<file path="src/sv/assert_macros.svh">
`ifndef ASSERT_MACROS_SVH
`define ASSERT_MACROS_SVH

// Clocked assertion, disabled while reset is asserted.
`define CVRL_ASSERT(lbl, prop, msg) \
	lbl: assert property (@(posedge clk) disable iff (!arst_n) prop) else $error(msg);

// A condition that must never be true at a clock edge.
`define CVRL_NEVER(lbl, cond, msg) \
	`CVRL_ASSERT(lbl, !(cond), msg)

`endif

</file>
<file path="src/sv/cvrl_pkg.sv">
`timescale 1ns / 1ps
package cvrl_pkg;

	localparam int RATE_W     = 24;
	localparam int DT_W       = 16;
	localparam int CFG_DATA_W = 24;
	localparam int CFG_IDX_W  = 3;

	localparam logic [CFG_IDX_W-1:0] REG_MAX_INTERVAL = 3'd0;
	localparam logic [CFG_IDX_W-1:0] REG_LIN_ACCEL    = 3'd1;
	localparam logic [CFG_IDX_W-1:0] REG_LIN_BRAKE    = 3'd2;
	localparam logic [CFG_IDX_W-1:0] REG_LIN_STOP     = 3'd3;
	localparam logic [CFG_IDX_W-1:0] REG_YAW_ACCEL    = 3'd4;
	localparam logic [CFG_IDX_W-1:0] REG_YAW_BRAKE    = 3'd5;
	localparam logic [CFG_IDX_W-1:0] REG_YAW_STOP     = 3'd6;

	typedef enum logic [7:0] {
		ST_IDLE   = 8'b0000_0001,
		ST_MUL    = 8'b0000_0010,
		ST_SUM    = 8'b0000_0100,
		ST_SQRT   = 8'b0000_1000,
		ST_DECIDE = 8'b0001_0000,
		ST_DIVX   = 8'b0010_0000,
		ST_DIVY   = 8'b0100_0000,
		ST_FIN    = 8'b1000_0000
	} state_t;

endpackage

</file>
<file path="src/sv/chassis_velocity_ramp_limiter.sv">
// A clear passes through the FIN state to the output register; a ramp step runs through
// MUL, SUM, SQRT and DECIDE, and through DIVX and DIVY when the planar step is divided out.
// Transactions never overlap: a new one is taken only in IDLE; the shared multiplier,
// the square-root and division shift-subtract logic and their sequencer serve one at a time.
// Reset (arst_n low, asynchronous) clears velocities, config registers and the output valid.
`timescale 1ns / 1ps
module chassis_velocity_ramp_limiter #(
	parameter int VEL_WIDTH = 24
) (
	input  logic clk,
	input  logic arst_n,
	input  logic s_tvalid,
	output logic s_tready,
	// target_x, target_y, target_yaw, interval (lowest bits first), zero padded
	input  logic [((3*VEL_WIDTH+cvrl_pkg::DT_W+7)/8)*8-1:0] s_tdata,
	// func
	input  logic s_tuser,
	output logic m_tvalid,
	input  logic m_tready,
	// vel_x, vel_y, vel_yaw (lowest bits first), zero padded
	output logic [((3*VEL_WIDTH+7)/8)*8-1:0] m_tdata,
	input  logic cfg_valid,
	output logic cfg_ready,
	input  logic [cvrl_pkg::CFG_IDX_W-1:0] cfg_index,
	input  logic [cvrl_pkg::CFG_DATA_W-1:0] cfg_data
);
	import cvrl_pkg::*;

	localparam int VW     = VEL_WIDTH;
	localparam int DW     = VW + 1;
	localparam int MW     = (DW > RATE_W) ? DW : RATE_W;
	localparam int PW     = 2 * MW;
	localparam int RW     = DW;
	localparam int SW     = 2 * RW;
	localparam int CW     = $clog2(RW + 1);
	localparam int OUT_TW = ((3 * VW + 7) / 8) * 8;

	state_t state_q;
	logic [CW-1:0] cnt_q;

	logic [DT_W-1:0] max_int_q;
	logic [RATE_W-1:0] lin_acc_q, lin_brk_q, lin_stp_q, yaw_acc_q, yaw_brk_q, yaw_stp_q;
	logic signed [VW-1:0] vel_x_q, vel_y_q, vel_w_q;
	logic [VW-1:0] out_x_q, out_y_q, out_w_q;
	logic m_tvalid_q;

	logic signed [VW-1:0] tx_q, ty_q, tw_q;
	logic [DT_W-1:0] dt_q;
	logic signed [DW-1:0] dx_q, dy_q, dw_q;
	logic [DW-1:0] ax_q, ay_q, aw_q;
	logic [PW-1:0] sqx_q, sqy_q, px_q, py_q, nx_q, ny_q;
	logic [RATE_W-1:0] lstep_q, wstep_q;
	logic [SW-1:0] op_q, res_q, one_q;
	logic [RW:0] rem_q;
	logic [DW-1:0] lo_q;

	// Input unpacking and differences against the present state.
	logic signed [VW-1:0] in_tx, in_ty, in_tw;
	logic [DT_W-1:0] in_dt, dt_clamp;
	logic signed [DW-1:0] in_dx, in_dy, in_dw;
	logic [DW-1:0] in_ax, in_ay, in_aw;
	logic s_acc;

	assign in_tx    = s_tdata[VW-1:0];
	assign in_ty    = s_tdata[2*VW-1:VW];
	assign in_tw    = s_tdata[3*VW-1:2*VW];
	assign in_dt    = s_tdata[3*VW +: DT_W];
	assign dt_clamp = (max_int_q != '0 && in_dt > max_int_q) ? max_int_q : in_dt;
	assign in_dx    = DW'(in_tx) - DW'(vel_x_q);
	assign in_dy    = DW'(in_ty) - DW'(vel_y_q);
	assign in_dw    = DW'(in_tw) - DW'(vel_w_q);
	assign in_ax    = in_dx[DW-1] ? DW'(-in_dx) : DW'(in_dx);
	assign in_ay    = in_dy[DW-1] ? DW'(-in_dy) : DW'(in_dy);
	assign in_aw    = in_dw[DW-1] ? DW'(-in_dw) : DW'(in_dw);
	assign s_tready = (state_q == ST_IDLE);
	assign s_acc    = s_tvalid && s_tready;
	assign cfg_ready = 1'b1;

	// Rate selection.
	logic [VW-1:0] vxa, vya;
	logic n1, n2, lin_neg;
	logic [RATE_W-1:0] lin_rate, yaw_rate;

	assign vxa = vel_x_q[VW-1] ? VW'(-vel_x_q) : VW'(vel_x_q);
	assign vya = vel_y_q[VW-1] ? VW'(-vel_y_q) : VW'(vel_y_q);
	assign n1  = (vel_x_q != '0) && (vel_x_q[VW-1] != dx_q[DW-1]);
	assign n2  = (vel_y_q != '0) && (vel_y_q[VW-1] != dy_q[DW-1]);

	always_comb begin
		if (n1 == n2) begin
			lin_neg = n1;
		end else if (n1) begin
			lin_neg = (px_q > py_q);
		end else begin
			lin_neg = (py_q > px_q);
		end
		if (tx_q == '0 && ty_q == '0) begin
			lin_rate = lin_stp_q;
		end else begin
			lin_rate = lin_neg ? lin_brk_q : lin_acc_q;
		end
		if (tw_q == '0) begin
			yaw_rate = yaw_stp_q;
		end else if (vel_w_q != '0 && vel_w_q[VW-1] != dw_q[DW-1]) begin
			yaw_rate = yaw_brk_q;
		end else begin
			yaw_rate = yaw_acc_q;
		end
	end

	// Shared multiplier, one product per cycle in the multiply phase.
	logic [MW-1:0] mul_a, mul_b;
	logic [PW-1:0] prod;

	always_comb begin
		unique case (cnt_q)
			CW'(0): begin
				mul_a = MW'(ax_q);
				mul_b = MW'(ax_q);
			end
			CW'(1): begin
				mul_a = MW'(ay_q);
				mul_b = MW'(ay_q);
			end
			CW'(2): begin
				mul_a = MW'(vxa);
				mul_b = MW'(ax_q);
			end
			CW'(3): begin
				mul_a = MW'(vya);
				mul_b = MW'(ay_q);
			end
			CW'(4): begin
				mul_a = MW'(lin_rate);
				mul_b = MW'(dt_q);
			end
			CW'(5): begin
				mul_a = MW'(yaw_rate);
				mul_b = MW'(dt_q);
			end
			CW'(6): begin
				mul_a = MW'(ax_q);
				mul_b = MW'(lstep_q);
			end
			CW'(7): begin
				mul_a = MW'(ay_q);
				mul_b = MW'(lstep_q);
			end
			default: begin
				mul_a = '0;
				mul_b = '0;
			end
		endcase
	end

	assign prod = PW'(mul_a) * PW'(mul_b);

	// Subtract logic: one square-root digit or one quotient bit per cycle.
	logic [SW-1:0] sq_try;
	logic sq_ge;
	logic [RW-1:0] root;
	logic [RW:0] div_t;
	logic div_ge;
	logic [DW-1:0] quot;

	assign sq_try = res_q + one_q;
	assign sq_ge  = (op_q >= sq_try);
	assign root   = res_q[RW-1:0];
	assign div_t  = {rem_q[RW-1:0], lo_q[DW-1]};
	assign div_ge = (div_t >= {1'b0, root});
	assign quot   = {lo_q[DW-2:0], div_ge};

	// Decision terms.
	logic lin_skip, lin_jump, yaw_skip, yaw_jump, div_last, len_short, div_first;
	logic [VW-1:0] yaw_next, x_next, y_next;

	assign len_short = (MW'(root) <= MW'(lstep_q));
	assign lin_skip = (dx_q == '0 && dy_q == '0) || dt_q == '0;
	assign lin_jump = (lin_rate == '0) || len_short;
	assign yaw_skip = (dw_q == '0) || dt_q == '0;
	assign yaw_jump = (yaw_rate == '0) || (MW'(aw_q) <= MW'(wstep_q));
	assign yaw_next = dw_q[DW-1] ? VW'(MW'(vel_w_q) - MW'(wstep_q))
	                             : VW'(MW'(vel_w_q) + MW'(wstep_q));
	assign x_next   = dx_q[DW-1] ? VW'(MW'(vel_x_q) - MW'(quot))
	                             : VW'(MW'(vel_x_q) + MW'(quot));
	assign y_next   = dy_q[DW-1] ? VW'(MW'(vel_y_q) - MW'(quot))
	                             : VW'(MW'(vel_y_q) + MW'(quot));
	assign div_last = (cnt_q == CW'(DW - 1));
	assign div_first = (state_q == ST_DIVX) && (cnt_q == '0);

	logic out_load;
	assign out_load = (state_q == ST_FIN) && (!m_tvalid_q || m_tready);

	// Control, configuration and velocity state.
	always_ff @(posedge clk or negedge arst_n) begin
		if (!arst_n) begin
			state_q    <= ST_IDLE;
			cnt_q      <= '0;
			max_int_q  <= '0;
			lin_acc_q  <= '0;
			lin_brk_q  <= '0;
			lin_stp_q  <= '0;
			yaw_acc_q  <= '0;
			yaw_brk_q  <= '0;
			yaw_stp_q  <= '0;
			vel_x_q    <= '0;
			vel_y_q    <= '0;
			vel_w_q    <= '0;
			m_tvalid_q <= 1'b0;
		end else begin
			if (cfg_valid) begin
				unique case (cfg_index)
					REG_MAX_INTERVAL: max_int_q <= cfg_data[DT_W-1:0];
					REG_LIN_ACCEL:    lin_acc_q <= cfg_data;
					REG_LIN_BRAKE:    lin_brk_q <= cfg_data;
					REG_LIN_STOP:     lin_stp_q <= cfg_data;
					REG_YAW_ACCEL:    yaw_acc_q <= cfg_data;
					REG_YAW_BRAKE:    yaw_brk_q <= cfg_data;
					REG_YAW_STOP:     yaw_stp_q <= cfg_data;
					default: ;
				endcase
			end
			if (out_load) begin
				m_tvalid_q <= 1'b1;
			end else if (m_tready) begin
				m_tvalid_q <= 1'b0;
			end
			unique case (state_q)
				ST_IDLE: begin
					cnt_q <= '0;
					if (s_acc) begin
						if (s_tuser) begin
							vel_x_q <= '0;
							vel_y_q <= '0;
							vel_w_q <= '0;
							state_q <= ST_FIN;
						end else begin
							state_q <= ST_MUL;
						end
					end
				end
				ST_MUL: begin
					cnt_q <= cnt_q + 1'b1;
					if (cnt_q == CW'(7)) begin
						state_q <= ST_SUM;
					end
				end
				ST_SUM: begin
					cnt_q   <= '0;
					state_q <= ST_SQRT;
				end
				ST_SQRT: begin
					cnt_q <= cnt_q + 1'b1;
					if (cnt_q == CW'(RW - 1)) begin
						state_q <= ST_DECIDE;
					end
				end
				ST_DECIDE: begin
					cnt_q <= '0;
					if (!yaw_skip) begin
						vel_w_q <= yaw_jump ? tw_q : yaw_next;
					end
					if (lin_skip) begin
						state_q <= ST_FIN;
					end else if (lin_jump) begin
						vel_x_q <= tx_q;
						vel_y_q <= ty_q;
						state_q <= ST_FIN;
					end else begin
						state_q <= ST_DIVX;
					end
				end
				ST_DIVX: begin
					if (div_last) begin
						vel_x_q <= x_next;
						cnt_q   <= '0;
						state_q <= ST_DIVY;
					end else begin
						cnt_q <= cnt_q + 1'b1;
					end
				end
				ST_DIVY: begin
					cnt_q <= cnt_q + 1'b1;
					if (div_last) begin
						vel_y_q <= y_next;
						state_q <= ST_FIN;
					end
				end
				ST_FIN: begin
					if (out_load) begin
						state_q <= ST_IDLE;
					end
				end
				default: state_q <= ST_IDLE;
			endcase
		end
	end

	// Datapath registers.
	always_ff @(posedge clk) begin
		if (s_acc) begin
			tx_q <= in_tx;
			ty_q <= in_ty;
			tw_q <= in_tw;
			dt_q <= dt_clamp;
			dx_q <= in_dx;
			dy_q <= in_dy;
			dw_q <= in_dw;
			ax_q <= in_ax;
			ay_q <= in_ay;
			aw_q <= in_aw;
		end
		if (state_q == ST_MUL) begin
			unique case (cnt_q)
				CW'(0): sqx_q <= prod;
				CW'(1): sqy_q <= prod;
				CW'(2): px_q <= prod;
				CW'(3): py_q <= prod;
				CW'(4): lstep_q <= prod[DT_W +: RATE_W];
				CW'(5): wstep_q <= prod[DT_W +: RATE_W];
				CW'(6): nx_q <= prod;
				CW'(7): ny_q <= prod;
				default: ;
			endcase
		end
		if (state_q == ST_SUM) begin
			op_q  <= sqx_q[SW-1:0] + sqy_q[SW-1:0];
			res_q <= '0;
			one_q <= SW'(1) << (SW - 2);
		end
		if (state_q == ST_SQRT) begin
			if (sq_ge) begin
				op_q  <= op_q - sq_try;
				res_q <= (res_q >> 1) + one_q;
			end else begin
				res_q <= res_q >> 1;
			end
			one_q <= one_q >> 2;
		end
		// The quotient is known to be below 2^DW, so the high part of the
		// numerator already lies below the divisor.
		if (state_q == ST_DECIDE) begin
			rem_q <= {1'b0, nx_q[DW +: RW]};
			lo_q  <= nx_q[DW-1:0];
		end
		if (state_q == ST_DIVX && div_last) begin
			rem_q <= {1'b0, ny_q[DW +: RW]};
			lo_q  <= ny_q[DW-1:0];
		end else if (state_q == ST_DIVX || state_q == ST_DIVY) begin
			rem_q <= div_ge ? (div_t - {1'b0, root}) : div_t;
			lo_q  <= quot;
		end
		if (out_load) begin
			out_x_q <= vel_x_q;
			out_y_q <= vel_y_q;
			out_w_q <= vel_w_q;
		end
	end

	assign m_tvalid = m_tvalid_q;
	assign m_tdata  = OUT_TW'({out_w_q, out_y_q, out_x_q});

	`include "assert_macros.svh"

	`CVRL_ASSERT(a_busy_after_accept, s_acc |=> !s_tready, "accepted while busy")
	`CVRL_ASSERT(a_load_from_fin, $rose(m_tvalid) |-> $past(state_q == ST_FIN), "early result")
	`CVRL_NEVER(a_div_needs_long, div_first && len_short, "division entered with short length")

endmodule

</file>
<file path="config.mk">
export PLATFORM = sky130hd
export DESIGN_NAME = chassis_velocity_ramp_limiter
export DESIGN_NICKNAME = d
export VERILOG_FILES = /design/src/sv/cvrl_pkg.sv /design/src/sv/chassis_velocity_ramp_limiter.sv
export VERILOG_INCLUDE_DIRS = /design/src /design/src/sv
export SDC_FILE = /design/constraint.sdc
export NUM_CORES = 2
export LEC_CHECK = 0
export BUFFER_PORTS_ARGS = -buffer_cell sky130_fd_sc_hd__buf_2
export CORE_MARGIN = 5
export CORE_UTILIZATION = 65
export CTS_CLUSTER_SIZE = 40
export DETAILED_ROUTE_END_ITERATION = 10
export GPL_TIMING_DRIVEN = 1
export HOLD_SLACK_MARGIN = 0.12
export PLACE_DENSITY = 0.81
export SLEW_MARGIN = 20
export SYNTH_ARGS = -nofsm -noshare
export SYNTH_HDL_FRONTEND = slang
export SYNTH_SLANG_ARGS = --single-unit
</file>
<file path="constraint.sdc">
create_clock -name clk -period 15.06 [get_ports clk]
set_clock_uncertainty 0.05 [all_clocks]
set_input_delay 3.012 -clock clk [delete_from_list [all_inputs] [get_ports clk]]
set_output_delay 3.012 -clock clk [all_outputs]
set_load 0.01 [all_outputs]
</file>
==> results.ini <==
[clock_tree]
cts_buffers=114
cts.repair_timing.setup_buffer_count=0
count_of_h_tree_levels_built_during_cts=3
cts_buffer_depth=3
worst_setup_hold_path_clk_slew_ns=0.06
cts.sinks=1076
postCtsHoldBufs=0
tritoncts_clock_tree=done
cts.root.buffer_cell=clkbuf_16
clock_insertion_delay_worst_skew_ns=0.77
cts_resized=0

[timing]
timing.slew.headroom=0.159
final-max-slew-violation-count=0
timing_hold_violations_final=0
rsz0062_at_grt=false
max_slew.worst_pin.slew_ns=1.25
timing.final.crit_share=0.842
finalWorstPathRequiredPeriod_ns=12.68
max_clock_freq_ghz=0.0789
setup_tns_ns=0
final-setup-viol-count=0

[global_routing]
groute.usage.overall=0.372
grt_pass1_vias=63800
antenna_violations_before_repair=12
maximum_number_of_pins_on_one_net_before_global_route_repair=173
grt_first_pass_wirelength_mm=383
gr_overflow_total=0

[worst_setup_path]
critPathSlowestCell=o221ai_2
timing.critical_path.slowest_cell_delay_ns=0.78
path_max_fanout=18
r2r.worst_path.cells=38
reg2reg_to=nx_q[48]
critical_path.startpoint_type=flop
reg2reg_setup_slack_ns=2.38
worst_ep_arrival_time_ns=13.10
worst-path-buf-inv=5
rr_startpoint=py_q[33]
worst-setup-path-type=reg -> reg
timing.critical_path.max_delay_family=compound AO/OA/AOI/OAI gates
crit_top_cell=fa_1
critical_path.endpoint_type=flop
crit_required_ns=15.48

[placed_design]
placed_cell_area_um2=85500
gpl.final_weighted_congestion=1.02
hpwl_mm=191
place.port_buffers=194

[logic_synthesis]
synth.ff_latch_count=1076
syn_inst=8133
yosysWarnings=0
synthDominantAreaCellType=edfxtp_1
synth_common_cells=inv_1, nand2_1, edfxtp_1
synth_top_flop_cell=edfxtp_1
synth_cell_types=94
mappedNetlistNets=9416
yosys.cell_count.top_type=inv_1
synth_seq_area_share=0.371
per_instance_average_area_after_synthesis_um2=10.1
post-synth-top-area-fraction=0.284
netlist_area_um2=82300
asyncSetResetFlopFracSynth=0.229
netlist_top_cells_area=edfxtp_1, fa_1, ha_1
synth-edff-count=779

[detailed_routing]
detailroute.wirelength.met2_mm=110
wl_met1_mm=97.2
number_of_remaining_drc_errors=0
detailedRoute.firstPassIterationCount=7
detail_route.wirelength_mm=253
dr.first_iter.drc_count=7815
wire_per_inst_um=25.2
drt.antenna.violating_nets=0
vias_per_cell=6.44
met3_routed_wl_mm=31.2
num_vias=64600
route.top_layer_used=met5

[floorplan]
core_region_area_um2=126000
start_util=0.655
dieArea_um2=134000
top_level_ports=196
rows=130
floorplan.die.height_um=366
floorplan.die.width_um=366

[min_path]
worst_min_delay_path_endpoint=op_q[27]
hold_depth=2
timing.hold.worst.start=op_q[27]
worst_hold_path_type=reg -> reg

[final_layout]
final_layout_size_suffix_gt1_frac=0.0919
area_growth_syn_to_layout_pct=8.49
design.final.nets=9563
final_design_instance_area_without_fill_um2=89300

[outcome]
status=complete, no violations

[flow_run]
drv.max_cap_violation_count=0

## how the worst max path moves through the flow
| stage | to | startpoint | depth (start not counted) |
|---|---|---|---|
| 2_1_floorplan | nx_q[48] | vel_x_q[1] | 40 |
| 3_3_place_gp | sqx_q[48] | py_q[33] | 38 |
| 3_5_place_dp | nx_q[48] | py_q[33] | 38 |
| 4_1_cts | sqx_q[48] | py_q[33] | 38 |
| 5_1_grt | ny_q[49] | py_q[33] | 40 |
| 6_report | nx_q[48] | py_q[33] | 38 |
## logic make-up after synthesis
kind of cell | after synthesis | share of synthesized area
compound gates | 1637 | 0.129
xor+xnor | 537 | 0.0571
fa+ha+maj | 1162 | 0.225
buf+inv | 1242 | 0.0572
flops | 1076 | 0.371
mux | 273 | 0.0357
other cells | 1 | 0.0000456
simple gates | 2205 | 0.124
## cell usage in the layout (no fill, tap or decap), drive strengths merged, types with 20 or more instances in the layout
| master | Yosys | layout |
|---|---|---|
| inv | 959 | 966 |
| nand2 | 839 | 839 |
| edfxtp | 779 | 779 |
| ha | 627 | 627 |
| nor2 | 582 | 582 |
| fa | 535 | 535 |
| a21oi | 445 | 445 |
| xnor2 | 363 | 363 |
| o21ai | 343 | 343 |
| buf | 16 | 311 |
| dfrtp | 245 | 245 |
| xor2 | 174 | 174 |
| mux2 | 168 | 168 |
| clkbuf | 264 | 145 |
| a21o | 121 | 121 |
| and2 | 115 | 115 |
| mux2i | 105 | 105 |
| a211oi | 100 | 100 |
| nor3 | 98 | 98 |
| a22oi | 85 | 85 |
| nor4 | 85 | 85 |
| nand3 | 83 | 83 |
| a31oi | 78 | 78 |
| nand4 | 73 | 73 |
| nand2b | 73 | 73 |
| nor2b | 71 | 71 |
| o21a | 67 | 67 |
| or3 | 54 | 54 |
| clkinv | 3 | 52 |
| o211ai | 51 | 51 |
| dfxtp | 51 | 51 |
| o21bai | 50 | 50 |
| o31ai | 43 | 43 |
| and3 | 39 | 39 |
| or2 | 20 | 20 |
## state kept, by name (all words and copies together), names as in the netlist, 25 cells and up
signal and count:
lo_q 25, dy_q 25, res_q 50, sqy_q 50, dx_q 25, rem_q 25
sqx_q 50, ny_q 50, nx_q 50, op_q 50, px_q 50, one_q 25
dw_q 25, py_q 50
## worst register-to-register path, delay by kind of cell, from the launching register on
family / cells / cell delay [ns]
compound gates: 16 / 5.09
fa+ha+maj: 9 / 4.28
simple gates: 7 / 2.04
flops: 1 / 0.38
mux: 1 / 0.29
buf+inv: 5 / 0.26
## layer usage
| layer | vias up | track usage |
|---|---|---|
| met5 | - | 0 |
| met4 | 8 | 0.175 |
| met3 | 766 | 0.108 |
| met2 | 3692 | 0.566 |
| met1 | 31500 | 0.495 |
| li1 | 28600 | - |
## cell type report
type | count | area [µm²]
clock buffers | 145 | 3020
fillers | 9192 | 36400
inverters | 962 | 3610
multi-input cells | 5815 | 47400
diodes | 4 | 10.0
well taps | 1650 | 2060
repair buffers | 311 | 1900
clock inverters | 71 | 709
flip-flops and latches | 1076 | 30600
## through the flow
stage | instances | utilization | worst slack [ns] | hold slack, ns
finish | 10000 | 0.710 | 2.38 | 0.432
global route | 10000 | 0.710 | 1.87 | 0.460
CTS | 10000 | 0.710 | 2.67 | 0.434
detailed placement | 9813 | 0.680 | 2.77 | 0.426
global placement | 9813 | 0.680 | 3.08 | 0.420
floorplan | 8133 | - | 4.53 | 0.373
Power is left out: the tool's default activity adds up to more than one toggle a clock period on the data nets, which glitch-free logic cannot reach.
